==> src/hw/rtl/sfc1d_out_fifo.sv <==
module sfc1d_out_fifo #(
    parameter int WIDTH = 17,
    parameter int DEPTH = 16,
    localparam int PW = (DEPTH > 1) ? $clog2(DEPTH) : 1
) (
    input  logic             aclk,
    input  logic             aresetn,
    input  logic             wr_en,
    input  logic [WIDTH-1:0] wr_data,
    input  logic             rd_en,
    output logic [WIDTH-1:0] rd_data,
    output logic             empty,
    output logic             full,
    output logic [PW:0]      count
);

    logic [WIDTH-1:0] entry_reg [DEPTH];
    logic [PW:0] wr_ptr_reg, wr_ptr_next;
    logic [PW:0] rd_ptr_reg, rd_ptr_next;

    assign wr_ptr_next = wr_ptr_reg + (PW+1)'(wr_en);
    assign rd_ptr_next = rd_ptr_reg + (PW+1)'(rd_en);

    always_ff @(posedge aclk) begin
        if (!aresetn) begin
            wr_ptr_reg <= '0;
            rd_ptr_reg <= '0;
        end else begin
            wr_ptr_reg <= wr_ptr_next;
            rd_ptr_reg <= rd_ptr_next;
        end
    end

    always_ff @(posedge aclk) begin
        if (wr_en) begin
            entry_reg[wr_ptr_reg[PW-1:0]] <= wr_data;
        end
    end

    assign count   = wr_ptr_reg - rd_ptr_reg;
    assign empty   = (count == '0);
    assign full    = (count == (PW+1)'(DEPTH));
    assign rd_data = entry_reg[rd_ptr_reg[PW-1:0]];

endmodule

==> config.mk <==
export PLATFORM = sky130hd
export DESIGN_NAME = sfc1d_out_fifo
export DESIGN_NICKNAME = d
export VERILOG_FILES = /design/src/hw/rtl/sfc1d_out_fifo.sv
export SDC_FILE = /design/constraint.sdc
export NUM_CORES = 1
export LEC_CHECK = 0
export BUFFER_PORTS_ARGS = -buffer_cell sky130_fd_sc_hd__clkbuf_2
export CAP_MARGIN = 20
export CORE_MARGIN = 5
export CORE_UTILIZATION = 45
export CTS_CLUSTER_DIAMETER = 60
export DETAILED_ROUTE_END_ITERATION = 6
export HOLD_SLACK_MARGIN = 0.12
export SLEW_MARGIN = 25
export SYNTH_ARGS = -nofsm -noshare
export SYNTH_HDL_FRONTEND = slang
export SYNTH_SLANG_ARGS = --single-unit
==> constraint.sdc <==
create_clock -name aclk -period 5.7 [get_ports aclk]
set_input_delay 0 -clock aclk [delete_from_list [all_inputs] [get_ports aclk]]
set_output_delay 0 -clock aclk [all_outputs]
set_load 0.05 [all_outputs]
After elaboration in Yosys (flattened, before gate mapping)
Memory sizes are Yosys's and may differ from the RTL's. A register that Yosys moved wholly into a read port is not among the register bits.
Index checks and enable logic that the tools add are counted.
{"block": "totals", "ff_bits": 10, "ramBits": 272, "input_bits": 21, "output_inout_bits": 24, "n_memories": 1}
{"name": "entry_reg", "depth": 16, "width": 17, "read_ports": 1, "rd_clocked_by_memory_dff": 1, "wr": 1, "line": "17", "text": "logic [WIDTH-1:0] entry_reg [DEPTH];"}
{"block": "op_classes", "add_sub_neg": 3, "eq_ne": 1, "n_mux": 3, "reduce_logical": 1}
{"cell": "adder 5 x 1 -> 5 bit", "count": 2}
{"cell": "== test 5 bit (second input constant)", "count": 1}
{"cell": "logical NOT 5 bit", "count": 1}
{"cell": "subtractor 5 bit", "count": 1}
{"cell": "two-way mux 4 bit", "count": 1}
{"cell": "two-way mux 1 bit", "count": 2}

Logic depth before layout (Yosys ltp)
Gate-level depths: netlist of the first run.
{"block": "depth", "word_depth": 2, "ltp_mapped": 8, "ltp_nobuf": 7}

Worst setup path before layout of the first run
Ideal clock, no wire load.
{"block": "synth_path", "kind": "register -> output", "start": "register wr_ptr_reg[1]", "end": "output port empty", "t_arrival_ns": 2.789, "required_time_ns": 5.700, "slack_ns": 2.911, "path_stages_with_launch": 8, "cell_sequence": "dfxtp_1 -> clkbuf_1 -> inv_1 -> fa_1 -> xnor2_1 -> nand4b_1 -> a21o_1 -> a22oi_1"}
{"block": "synth_via", "elab_chain_cells": 2}
{"element": "start, declared", "line": "18", "text": "logic [PW:0] wr_ptr_reg, wr_ptr_next;"}
{"element": "start signal, assigned", "line": "29", "text": "wr_ptr_reg <= wr_ptr_next;"}
{"element": "subtractor 5 bit", "line": "40", "text": "assign count = wr_ptr_reg - rd_ptr_reg;"}
{"element": "net count[2]", "line": "14", "text": "output logic [PW:0] count"}
{"element": "logical NOT 5 bit", "line": "41", "text": "assign empty = (count == '0);"}
{"element": "end, declared", "line": "12", "text": "output logic empty,"}
The timed path passes the listed nets, and every way through them passes these cells.

==> summary.txt, run 1 <==
Critical path
  • Slowest stage delay, CP: 0.82 ns
  • CP max FO: 45
  • CP delay by family, top: buffers and inverters
  • Crit path buf inv count: 2
  • Critical path arrival: 3.12 ns
  • Crit end category: output port
  • CP Cell Sequence: buf_4, mux4_2, a22oi_1, nand2_1, clkbuf_2
  • Startpoint types: register
  • CP required: 5.70 ns
  • Slowest cell on crit path: dfxtp_2
  • Setup CP Type: register to output port

Floorplanning
  • Die Area: 27500 µm²
  • Die height: 166 µm
  • I/O pins: 45
  • Effective utilization at floorplan: 0.453
  • Die width: 166 µm
  • Core Area: 24100 µm²
  • Num rows: 57

Cells and area
  • Diodes inserted: 0
  • Share of layout cells above drive strength 1: 0.298
  • Fillers: 1944
  • Seq. cell area: 8370 µm²
  • Area grow syn2layout: 16.2%
  • Most common cell after layout, fill and taps aside: edfxtp_1
  • Most frequent cells in the layout: edfxtp_1, mux4_2, clkbuf_2, a22oi_1, clkbuf_16
  • Post-layout util: 0.526
  • Area of the multi-input gates: 2440 µm²
  • Number of flip-flops in the largest register: 272
  • Final #Nets: 630

Routing
  • ANT nets after route: 0
  • Routed len/inst: 25.2 µm
  • Routed wire length: 23700 µm
  • Vias: 5314
  • Via-per-instance ratio: 5.64
  • First-pass DRT Iterations: 5
  • Number of DRC markers in iteration 0: 602
  • Drc violations: 0

Clock tree
  • Worst skew pair latency: 0.53 ns
  • H-tree depth: 1
  • CTS root buf: clkbuf_16
  • Num Clock Sinks: 282
  • Clock transition time at the flip-flop clock pins of the worst setup and hold paths: 0.06 ns
  • Postcts setup bufs: 0
  • Total CTS buffers: 27
  • Deepest clock path buffer count: 3
  • TritonCTS clock tree: yes

Timing
  • Slew Viols, Final: 0
  • Setup TNS: 0 ns
  • Worst Tran Pin Value: 0.834 ns
  • Post-layout min period: 3.12 ns
  • # setup viols final: 0
  • Final Hold Violating Endpoints: 0
  • RSZ-0062 raised after global routing: false
  • Final Skew: 0.00742 ns
  • Relative slew slack: 0.443
  • Final worst path period share: 0.548
  • FMAX: 320 MHz

Power
  • Comb power frac: 0.095
  • PD cells: 351 nW/µm²
  • Sequential share of power: 0.521
  • Power Total: 4.46 mW
  • P_sw: 998 µW
  • Clock share of power: 0.384
  • Peak supply drop: 0.000210 V
  • LEAKAGE: 4.10 nW
  • Sw Ratio: 0.224
  • Internal power: 3.46 mW

Global route
  • Vias in the first global route: 5543
  • Overflow after GRT: 0
  • Global-route wire length before repair: 35500 µm
  • Largest net degree at the start of global routing: 49
  • Total GRT Usage: 0.171
  • Antenna violations before repair: 1

Yosys
  • Async SR Flop Fraction: 0
  • Cells after synthesis: 509
  • Seq/Total Area, Yosys: 0.766
  • Yosys top cell area share: 0.748
  • Ys flop type: edfxtp_1
  • Syn_nets: 539
  • Post-synth EDFFs: 272
  • Mapped cell area: 10900 µm²
  • Post-synth top area cell: edfxtp_1
  • Synth top area cells: edfxtp_1, mux4_2, a22oi_1
  • Synthesized flop and latch total: 282
  • Yosys warns: 0
  • Post-synthesis area per instance: 21.5 µm²
  • Synth unique cells: 30

Placed design
  • Placer congestion estimate: 0.732
  • Port bufs: 44
  • Dpl hpwl: 13400 µm

Status
  • Status: finished, final reports clean

Hold path
  • HP Class: input port to register

Job
  • Max Cap Viol: 0
## final cells by class
type | instances | area share
sequential | 282 | 0.660
clock buffer | 36 | 0.0559
timing repair buffer | 86 | 0.0479
tap | 324 | 0.0319
multi-input combinational | 195 | 0.192
inverter | 8 | 0.00237
clock inverter | 11 | 0.00996
## repair_timing
item,CTS,global route
hold buffers,21,0
gates resized for setup,0,0
hold endpoints to repair,282,0
## through the flow
stage | worst slack [ns] | area, µm² | cells | hold slack [ns]
2_1_floorplan | 2.91 | 10900 | 509 | 0.0989
3_3_place_gp | 2.95 | 11600 | 873 | 0.328
3_5_place_dp | 2.92 | 11600 | 873 | 0.332
4_1_cts | 2.36 | 12700 | 941 | 0.334
5_1_grt | 2.43 | 12700 | 942 | 0.355
6_report | 2.58 | 12700 | 942 | 0.338
## worst paths after layout
| path | from | endpoint | cells after the start | slack [ns] |
|---|---|---|---|---|
| setup / recovery | rd_ptr_reg[1] | rd_data[14] | 5 | 2.58 |
| hold / removal | aresetn | wr_ptr_reg[1] | 3 | 0.34 |
| setup reg to reg | wr_ptr_reg[3] | entry_reg[11][16] | 3 | 3.50 |
| hold reg to reg | wr_ptr_reg[4] | wr_ptr_reg[4] | 2 | 0.60 |
## power groups by stage
stage,combinational [mW],sequential (mW),clock (mW)
2_1_floorplan,0.315,2.35,0
3_3_place_gp,0.389,2.38,0
3_5_place_dp,0.397,2.38,0
4_1_cts,0.411,2.34,1.75
5_1_grt,0.454,2.32,1.84
6_report,0.423,2.32,1.71
## metal layers
metal / up-vias / share of wire / wire [µm] / GRT usage
met5: - / 0.00055 / 13 / 0
met4: 2 / 0.023 / 536 / 0.0423
met3: 50 / 0.063 / 1500 / 0.0231
met2: 177 / 0.50 / 12000 / 0.295
met1: 2793 / 0.41 / 9690 / 0.235
li1: 2292 / - / - / -
## synthesized netlist by cell type, types with 3 or more instances
cell	instances
mux4_1	4
xor2_1	4
clkbuf_1	15
nand2_1	22
xnor2_1	5
mux4_2	64
a22oi_1	36
inv_1	8
buf_2	5
nor3_1	4
nor2_1	15
nand3_1	6
nand3b_1	3
edfxtp_1	272
and2_1	11
o21ai_0	3
dfxtp_1	10
ha_1	8
## worst reg2reg max path, delay by kind of cell, from the launching register on
kind / cells / cell delay (ns)
buf+inv: 1 / 0.37
flops: 1 / 0.61
simple gates: 2 / 0.91
## cell families after synthesis
group,share of synthesized area
DFF,0.766
and+or+nand+nor,0.0293
buffers and inverters,0.0163
AOI/OAI and AO/OA,0.0282
adders and majority gates,0.0110
xor gates and xnor gates,0.00722
muxes,0.142
No activity file was read; power rests on OpenSTA's default activity.
==> inputs of run 2 (changes only) <==
--- a/config.mk
+++ b/config.mk
@@ -5,6 +5,7 @@
 export SDC_FILE = /design/constraint.sdc
 export NUM_CORES = 1
 export LEC_CHECK = 0
+export ABC_AREA = 1
 export BUFFER_PORTS_ARGS = -buffer_cell sky130_fd_sc_hd__clkbuf_2
 export CAP_MARGIN = 20
 export CORE_MARGIN = 5
==> constraint.sdc (replaced) <==
create_clock -name aclk -period 3.1 [get_ports aclk]
set_input_delay 0 -clock aclk [delete_from_list [all_inputs] [get_ports aclk]]
set_output_delay 0 -clock aclk [all_outputs]
set_load 0.05 [all_outputs]
==> run 2 against run 1 <==
Clock-buffer cell count is 6 higher. Register-to-register slack got worse by 2.3 ns. Sequential power grew 83%. Via count grew 53%. Clock power grew 120%.
==> summary.txt, run 2 <==
Power
  • PD cells: 629 nW/µm²
  • Peak supply drop: 0.000360 V
  • LEAKAGE: 6.12 nW

Placed design
  • Dpl hpwl: 16500 µm
  • Placer congestion estimate: 0.816
  • Placed Area: 13100 µm²
  • Placed cell count: 1554
  • Port bufs: 44

Floorplanning
  • Num rows: 60
  • Die width: 175 µm
  • Effective utilization at floorplan: 0.456
  • Core Area: 26900 µm²
  • I/O pins: 45
  • Die Area: 30600 µm²
  • Die height: 175 µm

Cells and area
  • Number of flip-flops in the largest register: 272
  • Final #Nets: 1297
  • Post-layout instance area: 14300 µm²
  • Non-Filler Instances: 1634
  • Area grow syn2layout: 16.7%
  • Share of layout cells above drive strength 1: 0.110
  • Most common cell after layout, fill and taps aside: nand2_1
  • Most frequent cells in the layout: nand2_1, edfxtp_1, inv_1, nand3_1, clkbuf_2

Status
  • Status: finished, final reports clean

Yosys
  • Synth cell count leaders: nand2_1, edfxtp_1, inv_1
  • Post-synthesis area per instance: 10.3 µm²
  • Post-synth top area cell: edfxtp_1
  • Synth unique cells: 19
  • Yosys warns: 0
  • Seq/Total Area, Yosys: 0.683
  • Synthesized flop and latch total: 282
  • Cell with the most instances after synthesis: nand2_1
  • Cells after synthesis: 1195
  • Syn_nets: 1225
  • Post-synth EDFFs: 272
  • Ys flop type: edfxtp_1
  • Mapped cell area: 12300 µm²
  • Yosys top cell area share: 0.667
  • Async SR Flop Fraction: 0
  • Synth top area cells: edfxtp_1, nand2_1, nand3_1

Routing
  • Routed len/inst: 18.4 µm
  • Vias: 8156
  • Routed wire length: 30100 µm
  • First-pass DRT Iterations: 5
  • ANT nets after route: 0
  • Drc violations: 0
  • Via-per-instance ratio: 4.99
  • Number of DRC markers in iteration 0: 676

Hold path
  • Hold_sp: aresetn
  • HP Class: input port to register

Timing
  • Slew Viols, Final: 0
  • Worst Tran Pin Value: 0.696 ns
  • RSZ-0062 raised after global routing: false
  • Final Skew: 0.0100 ns
  • Post-layout min period: 2.53 ns
  • Final worst path period share: 0.818
  • Min Hold Slack: 0.335 ns
  • Final Hold Violating Endpoints: 0
  • Setup TNS: 0 ns
  • FMAX: 395 MHz
  • Relative slew slack: 0.536
  • # setup viols final: 0

Clock tree
  • Deepest clock path buffer count: 3
  • H-tree depth: 1
  • Postcts setup bufs: 0
  • TritonCTS clock tree: yes
  • Post-CTS Resized: 0
  • Num Clock Sinks: 282
  • CTS Hold Bufs: 21
  • Total CTS buffers: 31
  • Worst skew pair latency: 0.55 ns
  • CTS root buf: clkbuf_16
  • Clock transition time at the flip-flop clock pins of the worst setup and hold paths: 0.06 ns

Critical path
  • CP Cell Sequence: inv_2, buf_12, nand3_1, nand3_1, nand3_1, nand2_1, clkbuf_2
  • Setup CP Type: register to output port
  • Critical Path Source: rd_ptr_reg[1]
  • Worst r2r src: wr_ptr_reg[2]
  • Startpoint types: register
  • Critical path arrival: 2.53 ns
  • CP required: 3.10 ns
  • Slowest stage delay, CP: 0.49 ns
  • Most Frequent Cell on Critical Path: nand3_1
  • Crit end category: output port
  • Slowest cell on crit path: inv_2
  • CP max FO: 42

Global route
  • Largest net degree at the start of global routing: 137
  • Overflow after GRT: 0
  • Total GRT Usage: 0.196
  • Vias in the first global route: 7880
  • Antenna violations before repair: 1
  • Global-route wire length before repair: 46300 µm

Job
  • Max Cap Viol: 0
[run 2: final timing paths]
check,endpoint,cells past startpoint,slack (ns)
worst max-delay path,rd_data[2],7,0.57
worst min-delay path,rd_ptr_reg[1],4,0.34
worst max register to register,entry_reg[15][11],3,1.20
worst min register to register,rd_ptr_reg[4],2,0.48
[run 2: stage by stage]
step                setup slack (ns)  total power, mW   util
finish                         0.565             9.00  0.532
global route                   0.426             9.35  0.532
CTS                            0.535             9.09  0.532
detailed placement              1.12             5.39  0.486
global placement                1.14             5.38  0.486
floorplan                      0.527             5.01      -
[run 2: logic make-up after synthesis]
kind of cell / count (synthesis) / share of synthesized area
simple gates: 613 / 0.210
flops: 282 / 0.683
buf+inv: 277 / 0.0899
compound gates: 10 / 0.00409
fa+ha+maj: 9 / 0.00981
xor+xnor: 4 / 0.00286
[run 2: routing by layer]
layer	vias up	track usage	routed length (µm)
met3	49	0.0299	1760
li1	4003	-	-
met4	0	0.0468	724
met1	3867	0.274	13300
met5	-	0	0
met2	237	0.325	14300
[run 2: layout make-up]
| cell class | instances | area (µm²) |
|---|---|---|
| tap | 341 | 427 |
| antenna | 1 | 2.50 |
| clock inverter | 16 | 193 |
| clock buffer | 42 | 837 |
| inverter | 221 | 832 |
| sequential | 282 | 8370 |
| multi-input combinational | 636 | 2820 |
| timing repair buffer | 95 | 811 |
| fill | 2412 | 12600 |
[run 2: power breakdown]
| group | internal [mW] | switching [mW] |
|---|---|---|
| registers | 4.23 | 0.0177 |
| logic | 0.318 | 0.755 |
| clock network | 2.22 | 1.46 |
| total | 6.77 | 2.23 |
[run 2: critical path, delay by kind of cell, from the launching register on]
family        cells  cell delay [ns]
buf+inv           3             1.11
flops             1             0.36
simple gates      4             0.49
==> inputs of run 3 (changes only) <==
==> constraint.sdc (replaced) <==
create_clock -name aclk -period 2.15 [get_ports aclk]
set_input_delay 0 -clock aclk [delete_from_list [all_inputs] [get_ports aclk]]
set_output_delay 0 -clock aclk [all_outputs]
set_load 0.05 [all_outputs]
==> run 3 against run 2 <==
Clock power grew 38%. The run now ends with negative setup slack left. Highest routed layer unchanged. Design area up 4.5%. Setup slack lost 0.66 ns. Clock skew is 0.011 ns higher.
==> summary.txt, run 3 (same netlist as run 2, synthesis figures left out) <==
Critical path
  • Critical Path Source: wr_ptr_reg[0]
  • Startpoint types: register
  • Setup CP Type: register to output port
  • Reg2Reg Depth: 7
  • CP required: 2.15 ns
  • Worst r2r src: rd_ptr_reg[0]
  • Critical path arrival: 2.24 ns
  • Crit end category: output port
  • R2R Path End: rd_ptr_reg[4]
  • Reg-to-reg slack, setup: 0.48 ns
  • CP max FO: 3

Cells and area
  • Most frequent cells in the layout: nand2_1, edfxtp_1, inv_1, nand3_1, clkbuf_16
  • Area grow syn2layout: 22.0%
  • Most common cell after layout, fill and taps aside: nand2_1
  • Share of layout cells above drive strength 1: 0.147
  • Number of flip-flops in the largest register: 272
  • Post-layout util: 0.556
  • Final #Nets: 1316

Global route
  • Total GRT Usage: 0.197
  • Largest net degree at the start of global routing: 87
  • Overflow after GRT: 0
  • Global-route wire length before repair: 46500 µm
  • Antenna violations before repair: 2
  • Vias in the first global route: 7950

Timing
  • Final Skew: 0.0214 ns
  • FMAX: 446 MHz
  • RSZ-0062 raised after global routing: true
  • Final worst path period share: 1.04
  • Worst Tran Pin Value: 0.617 ns
  • # setup viols final: 3
  • Relative slew slack: 0.589
  • Post-layout min period: 2.24 ns
  • Final Hold Violating Endpoints: 0
  • Smallest setup slack after layout: -0.0947 ns
  • Slew Viols, Final: 0

Routing
  • ANT nets after route: 0
  • Via-per-instance ratio: 5.08
  • Vias: 8395
  • Number of DRC markers in iteration 0: 733
  • Routed wire length: 31600 µm
  • Routed len/inst: 19.1 µm
  • Drc violations: 0
  • First-pass DRT Iterations: 5

Floorplanning
  • Die height: 175 µm
  • Core Area: 26900 µm²
  • Effective utilization at floorplan: 0.456
  • Die Area: 30600 µm²
  • Num rows: 60
  • Die width: 175 µm
  • I/O pins: 45

Hold path
  • HP Class: input port to register
  • Hold_sp: rd_en
  • Hold Crit Endpoint: rd_ptr_reg[0]
  • Hold path cells: 5

Power
  • Comb power frac: 0.150
  • Internal power: 9.81 mW
  • LEAKAGE: 6.36 nW
  • Clock share of power: 0.385
  • Peak supply drop: 0.000576 V
  • PD cells: 880 nW/µm²
  • P_sw: 3.34 mW
  • Sw Ratio: 0.254
  • Sequential share of power: 0.466

Clock tree
  • Worst skew pair latency: 0.56 ns
  • H-tree depth: 1
  • CTS root buf: clkbuf_16
  • Deepest clock path buffer count: 3
  • Clock transition time at the flip-flop clock pins of the worst setup and hold paths: 0.06 ns
  • Num Clock Sinks: 282
  • TritonCTS clock tree: yes
  • Total CTS buffers: 31

Job
  • Max Cap Viol: 0

Placed design
  • Pre-CTS WS: 0.264 ns
  • Dpl hpwl: 16300 µm
  • Placer congestion estimate: 0.789
  • Port bufs: 44

Status
  • Status: finished with violations
  • Failing checks: negative setup slack
[run 3: cell count changes in the layout (fill, tap and decap cells not counted), moves of 7 or more]
cell,before,now
buf_12,11,31
clkbuf_2,37,22
nand2_1,374,360
nand2_2,0,14
nand3_1,214,206
nand3_2,0,8
clkbuf_1,9,2
clkinv_1,3,10
[run 3: worst max-delay path, cell delays in order, from the launching register on]
cell and delay, ns:
dfxtp_2 0.34, inv_2 0.06, ha_4 0.16, fa_2 0.37
nand3b_1 0.19, nand2_2 0.14, xor2_4 0.22, nor2_4 0.07
buf_12 0.14
[run 3: final cells by class]
cell class	count	area, µm²
fillers	2255	11900
flip-flops and latches	282	8380
multi-input cells	636	2960
repair buffers	112	1350
inverters	221	842
clock buffers	33	783
well taps	341	427
clock inverters	22	188
repair inverters	2	17.5
diodes	2	5.00
[run 3: metal layers]
layer  share of wire  track usage
met1            0.42        0.264
met2            0.49        0.336
met3           0.061       0.0307
met4           0.023       0.0527
met5               0            0
[run 3: timing repair]
action,in CTS,in global routing
hold endpoints to repair,294,0
cloned,0,6
gates resized for setup,11,38
hold buffers,21,0
endpoints found under the setup margin,20,20
pin swaps,5,5
setup buffers,1,5
[run 3: power groups by stage]
stage	sequential [mW]	combinational [mW]	clock, mW
final	6.12	1.97	5.06
after global routing	6.13	2.10	5.39
after CTS	6.12	1.83	5.13
after detailed placement	6.24	1.77	0
after global placement	6.23	1.76	0
after floorplan	6.23	1.01	0
[run 3: how the worst max path moves through the flow]
stage | endpoint | slack (ns) | depth (start not counted)
after floorplan | empty | 0.007 | 7
after global placement | empty | 0.29 | 8
after detailed placement | empty | 0.26 | 8
after CTS | full | -0.11 | 7
after global routing | empty | -0.17 | 8
final | empty | -0.09 | 8
[run 3: per-stage QoR]
stage / hold slack [ns] / cell area (µm²) / power (mW) / setup TNS [ns] / cells
6_report: 0.311 / 14900 / 13.2 / -0.225 / 1651
5_1_grt: 0.341 / 14900 / 13.6 / -0.450 / 1649
4_1_cts: 0.288 / 14700 / 13.1 / -0.553 / 1638
3_5_place_dp: 0.333 / 13400 / 8.01 / 0 / 1561
3_3_place_gp: 0.329 / 13400 / 7.99 / 0 / 1561
2_1_floorplan: 0.0989 / 12300 / 7.24 / 0 / 1195
